==> src/hw/rtl/tsq_pkg.sv <==
// Shared types and constants for the timestamp-ordered event queue.
// Used by tsq_mem, tsq_cmp and the top level; depends on nothing else.
`timescale 1ns / 1ps
`default_nettype none

package tsq_pkg;

  localparam int DEPTH   = 16;
  localparam int IDX_W   = $clog2(DEPTH);
  localparam int CNT_W   = $clog2(DEPTH + 1);

  localparam int OP_W    = 3;
  localparam int TIME_W  = 31;
  localparam int PID_W   = 8;
  localparam int TRANS_W = 4;
  localparam int STATE_W = 3;
  localparam int STAT_W  = 2;

  localparam logic [OP_W-1:0] OP_INSERT = 3'd0;
  localparam logic [OP_W-1:0] OP_POP    = 3'd1;
  localparam logic [OP_W-1:0] OP_PEEK   = 3'd2;
  localparam logic [OP_W-1:0] OP_LOOKUP = 3'd3;
  localparam logic [OP_W-1:0] OP_REMOVE = 3'd4;

  localparam logic [STAT_W-1:0] ST_OK   = 2'd0;
  localparam logic [STAT_W-1:0] ST_MISS = 2'd1;
  localparam logic [STAT_W-1:0] ST_FULL = 2'd2;

  typedef struct packed {
    logic [TIME_W-1:0]  t;
    logic [PID_W-1:0]   pid;
    logic [TRANS_W-1:0] trans;
    logic [STATE_W-1:0] from_st;
    logic [STATE_W-1:0] to_st;
  } evt_t;

  typedef struct packed {
    logic             we;
    logic [IDX_W-1:0] waddr;
    evt_t             wdata;
    logic [IDX_W-1:0] raddr;
  } mem_req_t;

  typedef struct packed {
    logic lt;
    logic pid_eq;
  } cmp_res_t;

endpackage

`default_nettype wire

==> src/hw/rtl/tsq_mem.sv <==
// Event slot store: one write port, one registered read port.
// Depends on tsq_pkg.
`timescale 1ns / 1ps
`default_nettype none

module tsq_mem (
  input  logic              clk,
  input  tsq_pkg::mem_req_t req,
  output tsq_pkg::evt_t     rdata
);
  import tsq_pkg::*;

  evt_t slots [DEPTH];
  evt_t rdata_r;

  always_ff @(posedge clk) begin
    if (req.we) begin
      slots[req.waddr] <= req.wdata;
    end
  end

  always_ff @(posedge clk) begin
    rdata_r <= slots[req.raddr];
  end

  assign rdata = rdata_r;

endmodule

`default_nettype wire

==> src/hw/rtl/tsq_cmp.sv <==
// Shared compare unit: time ordering and pid match against one stored word.
// Depends on tsq_pkg.
`timescale 1ns / 1ps
`default_nettype none

module tsq_cmp (
  input  logic [tsq_pkg::TIME_W-1:0] a_time,
  input  logic [tsq_pkg::TIME_W-1:0] b_time,
  input  logic [tsq_pkg::PID_W-1:0]  a_pid,
  input  logic [tsq_pkg::PID_W-1:0]  b_pid,
  output tsq_pkg::cmp_res_t          res
);
  import tsq_pkg::*;

  // strictly-less keeps equal timestamps in arrival order
  assign res.lt     = (a_time < b_time);
  assign res.pid_eq = (a_pid == b_pid);

endmodule

`default_nettype wire

==> src/hw/rtl/timestamp_ordered_event_queue_unit.sv <==
// Top level of the timestamp-ordered event queue: sequencer, slot store
// and shared compare unit. Depends on tsq_pkg, tsq_mem and tsq_cmp.
`timescale 1ns / 1ps
`default_nettype none

// Sorted event queue of tsq_pkg::DEPTH slots, ordered by timestamp with
// ties kept in arrival order. Raise start with an operation while busy is
// low; the word is taken at that edge and busy stays high until the work
// is done. Every operation returns exactly one result word, shown for a
// single cycle with out_strobe high; the receiver cannot stall it, so
// capture it on that cycle. busy is low again when the strobe appears, so
// a new word may be issued in the same cycle. Cycle cost is set by the one
// read port of the slot store, which reads one slot at a time: insert
// walks down from the tail and moves each later event up one slot; peek
// and pop find slot 0, lookup scans up from slot 0 for the pid and a miss
// reads every stored event; pop and remove then close the gap by moving
// each later event down one slot. Full insert and unused codes answer at once.
// No clearing pass is needed after reset.
module timestamp_ordered_event_queue_unit (
  input  logic                        clk,
  input  logic                        rst_n,
  input  logic                        start,
  output logic                        busy,
  input  logic [tsq_pkg::OP_W-1:0]    in_operation,
  input  logic [tsq_pkg::TIME_W-1:0]  in_event_time,
  input  logic [tsq_pkg::PID_W-1:0]   in_proc_id,
  input  logic [tsq_pkg::TRANS_W-1:0] in_transition_code,
  input  logic [tsq_pkg::STATE_W-1:0] in_from_state,
  input  logic [tsq_pkg::STATE_W-1:0] in_to_state,
  output logic                        out_strobe,
  output logic [tsq_pkg::STAT_W-1:0]  out_status,
  output logic [tsq_pkg::TIME_W-1:0]  out_time,
  output logic [tsq_pkg::PID_W-1:0]   out_proc_id,
  output logic [tsq_pkg::TRANS_W-1:0] out_transition,
  output logic [tsq_pkg::STATE_W-1:0] out_from_state,
  output logic [tsq_pkg::STATE_W-1:0] out_to_state
);
  import tsq_pkg::*;

  localparam logic [2:0] S_IDLE     = 3'd0;
  localparam logic [2:0] S_INS_RD   = 3'd1;
  localparam logic [2:0] S_INS_CMP  = 3'd2;
  localparam logic [2:0] S_SCAN_RD  = 3'd3;
  localparam logic [2:0] S_SCAN_CHK = 3'd4;
  localparam logic [2:0] S_SHIFT_RD = 3'd5;
  localparam logic [2:0] S_SHIFT_WR = 3'd6;

  localparam logic [CNT_W-1:0] FULL_CNT = CNT_W'(DEPTH);

  logic [2:0]        state_r, state_nxt;
  logic [CNT_W-1:0]  cnt_r, cnt_nxt;      // number of stored events
  logic [CNT_W-1:0]  idx_r, idx_nxt;      // slot under work
  logic [OP_W-1:0]   op_r, op_nxt;
  evt_t              key_r, key_nxt;      // word to insert, search key, then removed event
  logic              strobe_r, strobe_nxt;
  logic [STAT_W-1:0] status_r, status_nxt;
  evt_t              res_r, res_nxt;

  logic [CNT_W-1:0]  idx_inc;
  logic [CNT_W-1:0]  idx_dec;
  logic              hit;
  logic              drops;

  mem_req_t          mem_req;
  evt_t              rdata;
  cmp_res_t          cmp;

  tsq_mem u_mem (
    .clk   (clk),
    .req   (mem_req),
    .rdata (rdata)
  );

  // one compare unit serves the insert walk and the pid scan
  tsq_cmp u_cmp (
    .a_time (key_r.t),
    .b_time (rdata.t),
    .a_pid  (key_r.pid),
    .b_pid  (rdata.pid),
    .res    (cmp)
  );

  assign idx_inc = idx_r + 1'b1;
  assign idx_dec = idx_r - 1'b1;
  assign drops   = (op_r == OP_POP) || (op_r == OP_REMOVE);
  // pop and peek take the head; lookup and remove need a pid match
  assign hit     = (op_r == OP_POP) || (op_r == OP_PEEK) || cmp.pid_eq;

  always_comb begin
    state_nxt  = state_r;
    cnt_nxt    = cnt_r;
    idx_nxt    = idx_r;
    op_nxt     = op_r;
    key_nxt    = key_r;
    strobe_nxt = 1'b0;
    status_nxt = status_r;
    res_nxt    = res_r;

    mem_req.we    = 1'b0;
    mem_req.waddr = idx_r[IDX_W-1:0];
    mem_req.wdata = key_r;
    mem_req.raddr = idx_r[IDX_W-1:0];

    case (state_r)
      S_IDLE: begin
        if (start) begin
          op_nxt        = in_operation;
          key_nxt.t     = in_event_time;
          key_nxt.pid   = in_proc_id;
          key_nxt.trans = in_transition_code;
          key_nxt.from_st = in_from_state;
          key_nxt.to_st = in_to_state;
          case (in_operation)
            OP_INSERT: begin
              if (cnt_r == FULL_CNT) begin
                strobe_nxt = 1'b1;
                status_nxt = ST_FULL;
                res_nxt    = '0;
              end else begin
                idx_nxt   = cnt_r;
                state_nxt = S_INS_RD;
              end
            end
            OP_POP, OP_PEEK, OP_LOOKUP, OP_REMOVE: begin
              idx_nxt   = '0;
              state_nxt = S_SCAN_RD;
            end
            default: begin
              // unused codes: answer ok, touch nothing
              strobe_nxt = 1'b1;
              status_nxt = ST_OK;
              res_nxt    = '0;
            end
          endcase
        end
      end

      S_INS_RD: begin
        if (idx_r == '0) begin
          // walked to the head: the new word goes first
          mem_req.we = 1'b1;
          cnt_nxt    = cnt_r + 1'b1;
          strobe_nxt = 1'b1;
          status_nxt = ST_OK;
          res_nxt    = '0;
          state_nxt  = S_IDLE;
        end else begin
          mem_req.raddr = idx_dec[IDX_W-1:0];
          state_nxt     = S_INS_CMP;
        end
      end

      S_INS_CMP: begin
        mem_req.we = 1'b1;
        if (cmp.lt) begin
          // move the later event up one slot and keep walking down
          mem_req.wdata = rdata;
          idx_nxt       = idx_dec;
          state_nxt     = S_INS_RD;
        end else begin
          cnt_nxt    = cnt_r + 1'b1;
          strobe_nxt = 1'b1;
          status_nxt = ST_OK;
          res_nxt    = '0;
          state_nxt  = S_IDLE;
        end
      end

      S_SCAN_RD: begin
        if (idx_r == cnt_r) begin
          // empty queue or pid absent
          strobe_nxt = 1'b1;
          status_nxt = ST_MISS;
          res_nxt    = '0;
          state_nxt  = S_IDLE;
        end else begin
          state_nxt = S_SCAN_CHK;
        end
      end

      S_SCAN_CHK: begin
        if (hit) begin
          if (drops) begin
            key_nxt   = rdata;
            state_nxt = S_SHIFT_RD;
          end else begin
            strobe_nxt = 1'b1;
            status_nxt = ST_OK;
            res_nxt    = '0;
            res_nxt.t  = rdata.t;
            state_nxt  = S_IDLE;
          end
        end else begin
          idx_nxt   = idx_inc;
          state_nxt = S_SCAN_RD;
        end
      end

      S_SHIFT_RD: begin
        if (idx_inc >= cnt_r) begin
          // gap closed: drop the tail slot and hand out the removed event
          cnt_nxt    = cnt_r - 1'b1;
          strobe_nxt = 1'b1;
          status_nxt = ST_OK;
          res_nxt    = key_r;
          state_nxt  = S_IDLE;
        end else begin
          mem_req.raddr = idx_inc[IDX_W-1:0];
          state_nxt     = S_SHIFT_WR;
        end
      end

      S_SHIFT_WR: begin
        mem_req.we    = 1'b1;
        mem_req.wdata = rdata;
        idx_nxt       = idx_inc;
        state_nxt     = S_SHIFT_RD;
      end

      default: begin
        state_nxt = S_IDLE;
      end
    endcase
  end

  always_ff @(posedge clk) begin
    if (!rst_n) begin
      state_r  <= S_IDLE;
      cnt_r    <= '0;
      idx_r    <= '0;
      op_r     <= OP_INSERT;
      strobe_r <= 1'b0;
    end else begin
      state_r  <= state_nxt;
      cnt_r    <= cnt_nxt;
      idx_r    <= idx_nxt;
      op_r     <= op_nxt;
      strobe_r <= strobe_nxt;
    end
  end

  // payload registers: no reset needed
  always_ff @(posedge clk) begin
    key_r    <= key_nxt;
    status_r <= status_nxt;
    res_r    <= res_nxt;
  end

  assign busy           = (state_r != S_IDLE);
  assign out_strobe     = strobe_r;
  assign out_status     = status_r;
  assign out_time       = res_r.t;
  assign out_proc_id    = res_r.pid;
  assign out_transition = res_r.trans;
  assign out_from_state = res_r.from_st;
  assign out_to_state   = res_r.to_st;

endmodule

`default_nettype wire
==> config.mk <==
export PLATFORM = sky130hd
export DESIGN_NAME = timestamp_ordered_event_queue_unit
export DESIGN_NICKNAME = d
export VERILOG_FILES = /design/src/hw/rtl/tsq_pkg.sv /design/src/hw/rtl/tsq_mem.sv /design/src/hw/rtl/tsq_cmp.sv /design/src/hw/rtl/timestamp_ordered_event_queue_unit.sv
export SDC_FILE = /design/constraint.sdc
export NUM_CORES = 1
export LEC_CHECK = 0
export CAP_MARGIN = 20
export CORE_ASPECT_RATIO = 0.75
export CORE_UTILIZATION = 70
export CTS_BUF_LIST = sky130_fd_sc_hd__clkbuf_4
export DETAILED_ROUTE_END_ITERATION = 8
export DONT_BUFFER_PORTS = 1
export PLACE_DENSITY = 0.95
export SYNTH_ARGS = -nofsm -noshare
export SYNTH_HDL_FRONTEND = slang
export SYNTH_SLANG_ARGS = --single-unit
==> constraint.sdc <==
create_clock -name clk -period 12.1 [get_ports clk]
set_input_delay 0.605 -clock clk [delete_from_list [all_inputs] [get_ports clk]]
set_output_delay 0.605 -clock clk [all_outputs]
set_load 0.1 [all_outputs]
== Word-level counts from Yosys, hierarchy flattened ==
Memory sizes are Yosys's and may differ from the RTL's. A register that Yosys moved wholly into a read port is not among the register bits.
Cells that the tools add are included.
Word-level totals
  memories: 1
  bits of input ports: 55
  register bits after elaboration: 117
  output and inout port bits: 53
  logic and storage cells: 134
  bits in writable memories: 784
Memories
  u_mem.slots: depth 16, width 49, rd ports 1, clocked after Yosys merged registers in 1, wr ports 1, line tsq_mem.sv:13  | evt_t slots [DEPTH];
Cells by class
  reductions and logical operators: 19
  multiplexer cells: 62
  equal/unequal tests: 30
  order comparisons: 2
  $add $sub $neg: 4
Operators by type and width (count)
  2-to-1 mux 49 bit: 12
  one-hot mux 49 bit (2 select lines): 3
  one-hot mux 49 bit (6 select lines): 1
  2-to-1 mux 5 bit: 7
  less-than comparator 31 bit: 1
  inequality test 2 bit, second input constant: 11
  one-hot mux 3 bit (7 select lines): 1
  one-hot mux 5 bit (4 select lines): 1
  2-to-1 mux 2 bit: 9
  2-to-1 mux 3 bit: 6
  equality test 3 x 2 -> 1 bit, second input constant: 5
  equality test 3 bit, second input constant: 5
  one-hot mux 5 bit (3 select lines): 1
  one-hot mux 2 bit (6 select lines): 1
  2-to-1 mux 1 bit: 11
  adder 5 x 1 -> 5 bit, second input constant: 2
  one-hot mux 5 bit (2 select lines): 1
  AND reduction 10 bit: 1
  subtractor 5 x 1 -> 5 bit, second input constant: 2
  equality test 3 x 1 -> 1 bit, second input constant: 3
  equality test 8 bit: 1
  2-to-1 mux 4 bit: 2
  one-hot mux 4 bit (2 select lines): 1
  AND reduction 4 bit: 2
  21 further kinds: 27

== Longest topological paths before layout ==
  depth in word-level cells: 5
  mapped depth: 15
  depth with buffers taken out: 11

== By module ==
Synthesis repeated with hierarchy kept, for this count alone.
Unflattened totals
  cells, all modules: 2089
  area, all modules: 37400.9 µm²
Modules (own cells, without submodules)
  tsq_mem: seq. area each 24523.5 µm², times used 1, cells each 1268, area an instance 30336.6 µm²
  timestamp_ordered_event_queue_unit: seq. area each 3343.2 µm², times used 1, cells each 705, area an instance 6237.2 µm²
  tsq_cmp: seq. area each 0.0 µm², times used 1, cells each 116, area an instance 827.0 µm²

== Worst setup path after synthesis ==
Ideal clock, no wire load.
  kind: register -> register
  start: reg idx_r[0]
  end: reg res_r (netlist bit out_from_state[0]), enable pin
  required time: 11.576 ns
  buffers on the path: 1
  setup time: 0.524 ns
  slack: 6.092 ns
  clock period less this slack: 6.008 ns
  stages on the path, launching flop included: 9
  arrival: 5.484 ns
  cell sequence: dfxtp_1 > clkbuf_1 > inv_1 > ha_1 > ha_1 > a31oi_1 > o21ai_0 > o21ai_0 > nor3_1
Between the ends
  word-level cells in the longest chain between the ends: 4
  elaborated cells between the ends (all ways): 8
  those cells by class: 1 x add/sub; 1 x order compare; 4 x eq/ne; 2 x reduce/logical
Ends and longest elaborated chain
  start, declared: line timestamp_ordered_event_queue_unit.sv:52  | logic [CNT_W-1:0] idx_r, idx_nxt;
  start signal, assigned: line timestamp_ordered_event_queue_unit.sv:236  | idx_r <= idx_nxt;
  adder 5 x 1 -> 5 bit: line timestamp_ordered_event_queue_unit.sv:83  | assign idx_inc = idx_r + 1'b1;
  greater-or-equal comparator 5 bit: line timestamp_ordered_event_queue_unit.sv:200  | if (idx_inc >= cnt_r) begin
  inequality test 2 bit (no line)
  AND reduction 10 bit (no line) (*)
  end signal, assigned: line timestamp_ordered_event_queue_unit.sv:246  | res_r <= res_nxt;
  end, declared: line timestamp_ordered_event_queue_unit.sv:57  | evt_t res_r, res_nxt;
Every way passes the cells marked *; elsewhere a longest branch is shown, timed or not.
A chain may end at the register's enable or synchronous reset.

== Worst setup path after layout ==
  start: reg idx_r[2]
  end: reg u_mem.rdata[34] (netlist name)
Between the ends
  word-level cells in the longest chain between the ends: 4
  elaborated cells between the ends (all ways): 7
  those cells by class: 2 x add/sub; 1 x order compare; 3 x mux; 1 x reduce/logical
Ends and longest elaborated chain
  adder 5 x 1 -> 5 bit: line timestamp_ordered_event_queue_unit.sv:83
  greater-or-equal comparator 5 bit: line timestamp_ordered_event_queue_unit.sv:200
  2-to-1 mux 4 bit: line timestamp_ordered_event_queue_unit.sv:200
  one-hot mux 4 bit (2 select lines) (*): line timestamp_ordered_event_queue_unit.sv:104  | case (state_r)
Marked as above.

==> summary.md <==
STA
• 0 ps — setup tns final
• 1380 ps — Worst Max-Slew Pin Slew
• 5910 ps — final critical delay including setup and external delays
• 150 ps — worst clock skew
• 0.489 — Final Cycle Share
• 0 — number of setup violations in the final report
• no — setup repair after global routing missed its margin
• 0.0792 — Slew Limit Headroom
• 0.169 GHz — fmax
• 0 — final hold vios
• 0 — count of pins over their slew limit

Placement
• 3165 — Inst Count DP
• 0 — Buffers on Ports
• 0.889 — final RePlAce weighted congestion
• 49300 um — post-detail-place hpwl

Die
• 0.0566 mm^2 — Die Area
• 74 — floorplan row count
• 108 — number of top-level pins
• 0.712 — initial cell density of the core
• 206 um — die height
• 274 um — horizontal die dimension
• 0.0547 mm^2 — Core Box Area

Clock network
• 0 — Post CTS Setup Buffer Count
• 950 — clock net sink count
• 55 — CTS Hold Buffers Added
• 3 — number of buffers on the longest clock path
• sky130_fd_sc_hd__clkbuf_4 — Clk Tree Root Cell
• 210 — number of buffers inserted during clock tree synthesis
• 1190 ps — Clk Latency, worst-skew pair
• 0 — # resized after CTS
• done — TritonCTS clock tree
• 4 — H-Tree Level Count
• 80 ps — clock-pin slew on the worst setup and hold paths

Power
• 5.64 mW — total internal power
• 0.315 — switching part of the total
• 0.331 — share of power burned in the clock network
• 14.7 nW — leak pwr
• 0.517 — proportion of power drawn by flip-flops and latches
• 0.152 — part of the total power dissipated in combinational logic
• 2.60 mW — net load switching power
• 192 mW/mm^2 — pwr dens
• 0.0922 mV — Peak VDD IR

Final layout
• 2422 — fill cell instance count of the final layout
• 3616 — Final Instance Count excl. Fillers
• 2810 — final-stage net count
• 0.0279 mm^2 — combined flip-flop and latch cell area
• 0.182 — share of cells above drive strength 1
• 0.0102 mm^2 — multi-input combinational cell area
• 10.5% — layout overhead on the synthesized area

Worst hold path
• 5 — instance count along the most critical hold path
• in_operation[0] — Hold Path Origin
• state_r[1] — Worst Hold Path EP
• in2reg — classification of the worst-slack hold path

Drt
• 5146 — number of DRC violations after detailed-routing iteration 0
• 26378 — vias
• 32.0 um — average routed wire per standard cell
• 7.29 — average vias per placed instance
• 9 — DRC
• 116000 um — DRT Wirelength
• 9 — count of TritonRoute iterations in the first routing pass
• 0 — post-detailed-route count of antenna-violating nets

Global routing
• 0.404 — GR Util All Layers
• 5 — antenna violations before repair
• 196 — maximum number of pins on one net before global-route repair
• 0 — overflow left after global routing
• 163000 um — global-route wire length before repair
• 26267 — via count of the first global-routing pass

Worst setup path
• 890 ps — CP max stage delay
• u_mem.rdata[34] — worst r2r dst
• sky130_fd_sc_hd__nand3_1 — most numerous cell on the critical path
• 6830 ps — arrival time of data at the critical path endpoint
• 6190 ps — setup slack, reg-to-reg
• nand3_1 > xnor2_1 > ha_1 > a21oi_1 > o21ai_0 > nand3_1 > o211a_4 > buf_4 > buf_12 > nand2_1 > a32oi_1 > o221ai_1 — worst path cell trace
• compound AO/OA/AOI/OAI gates — Crit path max-delay family
• register — CP startpoint kind
• reg2reg — category of the critical setup timing path
• sky130_fd_sc_hd__dfxtp_1 — slowest cell on the critical path
• 12 — path depth of the worst reg2reg path
• 13020 ps — Crit path required time
• idx_r[2] — RR Startpoint
• 2 — total buffers and inverters traversed by the critical path
• 195 — CP Max Fanout
• register — Setup crit end kind

Yosys
• 0 — Post-synth ARST share
• 15.4 um^2 — average instance area after synthesis
• 0.681 — Yosys top cell area share
• sky130_fd_sc_hd__edfxtp_1 — Post-synth top flop
• 69 — library cells used by synthesis
• sky130_fd_sc_hd__edfxtp_1 — cell type with the highest aggregate area in the netlist
• 0.715 — proportion of synthesized chip area in sequential cells
• 950 — count of state elements after synthesis
• 0 — YS warnings
• sky130_fd_sc_hd__edfxtp_1, sky130_fd_sc_hd__mux2i_1, sky130_fd_sc_hd__dfxtp_1 — dominant cells by area after synthesis
• 0.0390 mm^2 — area of the mapped netlist
• 2536 — post-synthesis instance total
• 2634 — Syn Nets
• 884 — number of flops mapped to enable cells by yosys

Run status
• complete, but fails checks — run status
• design-rule violations — violations in the final reports

Run
• 0 — Max Cap Violations

[per-layer routing]
layer  track usage  part of all wire
met1         0.488              0.31
met2         0.620              0.45
met3         0.137              0.16
met4         0.275             0.078
met5             0           0.00088
[final cells by class]
class	count	share of cell area
Clock buffer	341	0.0595
Timing Repair Buffer	113	0.0234
Antenna cell	5	0.000291
Sequential cell	950	0.647
Inverter	47	0.00410
Clock inverter	48	0.00709
Tap cell	722	0.0210
Multi-Input combinational cell	1390	0.237
[cells by family (layout without fill, tap and decap cells)]
logic type	count (synthesis)	count (layout)	synth area share
xor gates and xnor gates	21	21	0.00472
adders and majority gates	43	43	0.0140
other	0	5	0
buffers and inverters	196	549	0.0272
AOI/OAI and AO/OA	409	409	0.0665
and+or+nand+nor	449	449	0.0484
muxes	468	468	0.124
DFF	950	950	0.715
[synthesized netlist by cell type, drive strengths merged, types with 46 or more instances]
cell type  number
a21oi         122
a32oi          49
buf            97
clkbuf         52
dfxtp          66
edfxtp        884
inv            46
mux2          118
mux2i         350
nand2         237
nor2          136
o21ai         138
o221ai         50
[power by group through the flow]
stage	combinational (mW)	sequential, mW	clock, mW
after global routing	1.30	4.27	2.87
after floorplan	0.782	4.27	0
after CTS	1.16	4.24	2.64
final	1.26	4.26	2.73
after detailed placement	1.10	4.31	0
after global placement	1.01	4.30	0
[per-stage QoR]
stage	instance area, um^2	worst slack (ps)	hold slack, ps	util	power (mW)
after floorplan	39000	6090	487	-	5.05
after global placement	39500	7140	508	0.723	5.31
after detailed placement	39600	6760	512	0.724	5.40
after CTS	43000	6640	16.1	0.786	8.04
after global routing	43000	6150	98.5	0.787	8.43
final	43000	6190	97.6	0.787	8.25
[registers in the layout, summed over array words and instances, names as in the netlist]
name,flops
idx_r,5
u_mem.slots,784
out_to_state,3
op_r,3
u_mem.rdata,49
out_status,2
out_transition,4
state_r,3
out_proc_id,8
key_r,49
out_strobe,1
out_from_state,3
out_time,31
cnt_r,5
[cells in the final DEF, fill, tap and decap left out, types with 18 or more instances in the layout]
cell	synthesis	layout
sky130_fd_sc_hd__mux2_2	73	73
sky130_fd_sc_hd__o221ai_1	50	50
sky130_fd_sc_hd__dlygate4sd3_1	0	55
sky130_fd_sc_hd__dfxtp_1	66	66
sky130_fd_sc_hd__a32oi_1	49	49
sky130_fd_sc_hd__mux2_1	45	45
sky130_fd_sc_hd__and3_1	21	20
sky130_fd_sc_hd__edfxtp_1	884	884
sky130_fd_sc_hd__nand2_1	235	233
sky130_fd_sc_hd__o21ai_0	125	125
sky130_fd_sc_hd__inv_1	44	44
sky130_fd_sc_hd__mux2i_1	350	350
sky130_fd_sc_hd__a21oi_1	122	122
sky130_fd_sc_hd__ha_1	42	42
sky130_fd_sc_hd__clkbuf_4	0	341
sky130_fd_sc_hd__clkinv_1	1	33
sky130_fd_sc_hd__xnor2_1	18	18
sky130_fd_sc_hd__buf_4	45	49
sky130_fd_sc_hd__nor2_1	134	120
[worst register-to-register path, cell delays in order, from the launching register on]
cell and delay, ps:
sky130_fd_sc_hd__dfxtp_1 890, sky130_fd_sc_hd__nand3_1 190, sky130_fd_sc_hd__xnor2_1 270, sky130_fd_sc_hd__ha_1 290, sky130_fd_sc_hd__a21oi_1 330, sky130_fd_sc_hd__o21ai_0 290, sky130_fd_sc_hd__nand3_1 210, sky130_fd_sc_hd__o211a_4 590
sky130_fd_sc_hd__buf_4 730, sky130_fd_sc_hd__buf_12 580, sky130_fd_sc_hd__nand2_1 780, sky130_fd_sc_hd__a32oi_1 390, sky130_fd_sc_hd__o221ai_1 220
[worst max path at each step]
stage                   endpoint       start  slack (ps)  cells after the start
4_1_cts          u_mem.rdata[43]  state_r[0]        6640                     13
6_report         u_mem.rdata[34]    idx_r[2]        6190                     12
3_5_place_dp     u_mem.rdata[43]  state_r[0]        6760                     13
2_1_floorplan  out_from_state[0]    idx_r[0]        6090                      8
5_1_grt          u_mem.rdata[34]    idx_r[0]        6150                     13
3_3_place_gp     u_mem.rdata[39]    idx_r[0]        7140                     13
Note: power is estimated with default switching activity, not from simulation.
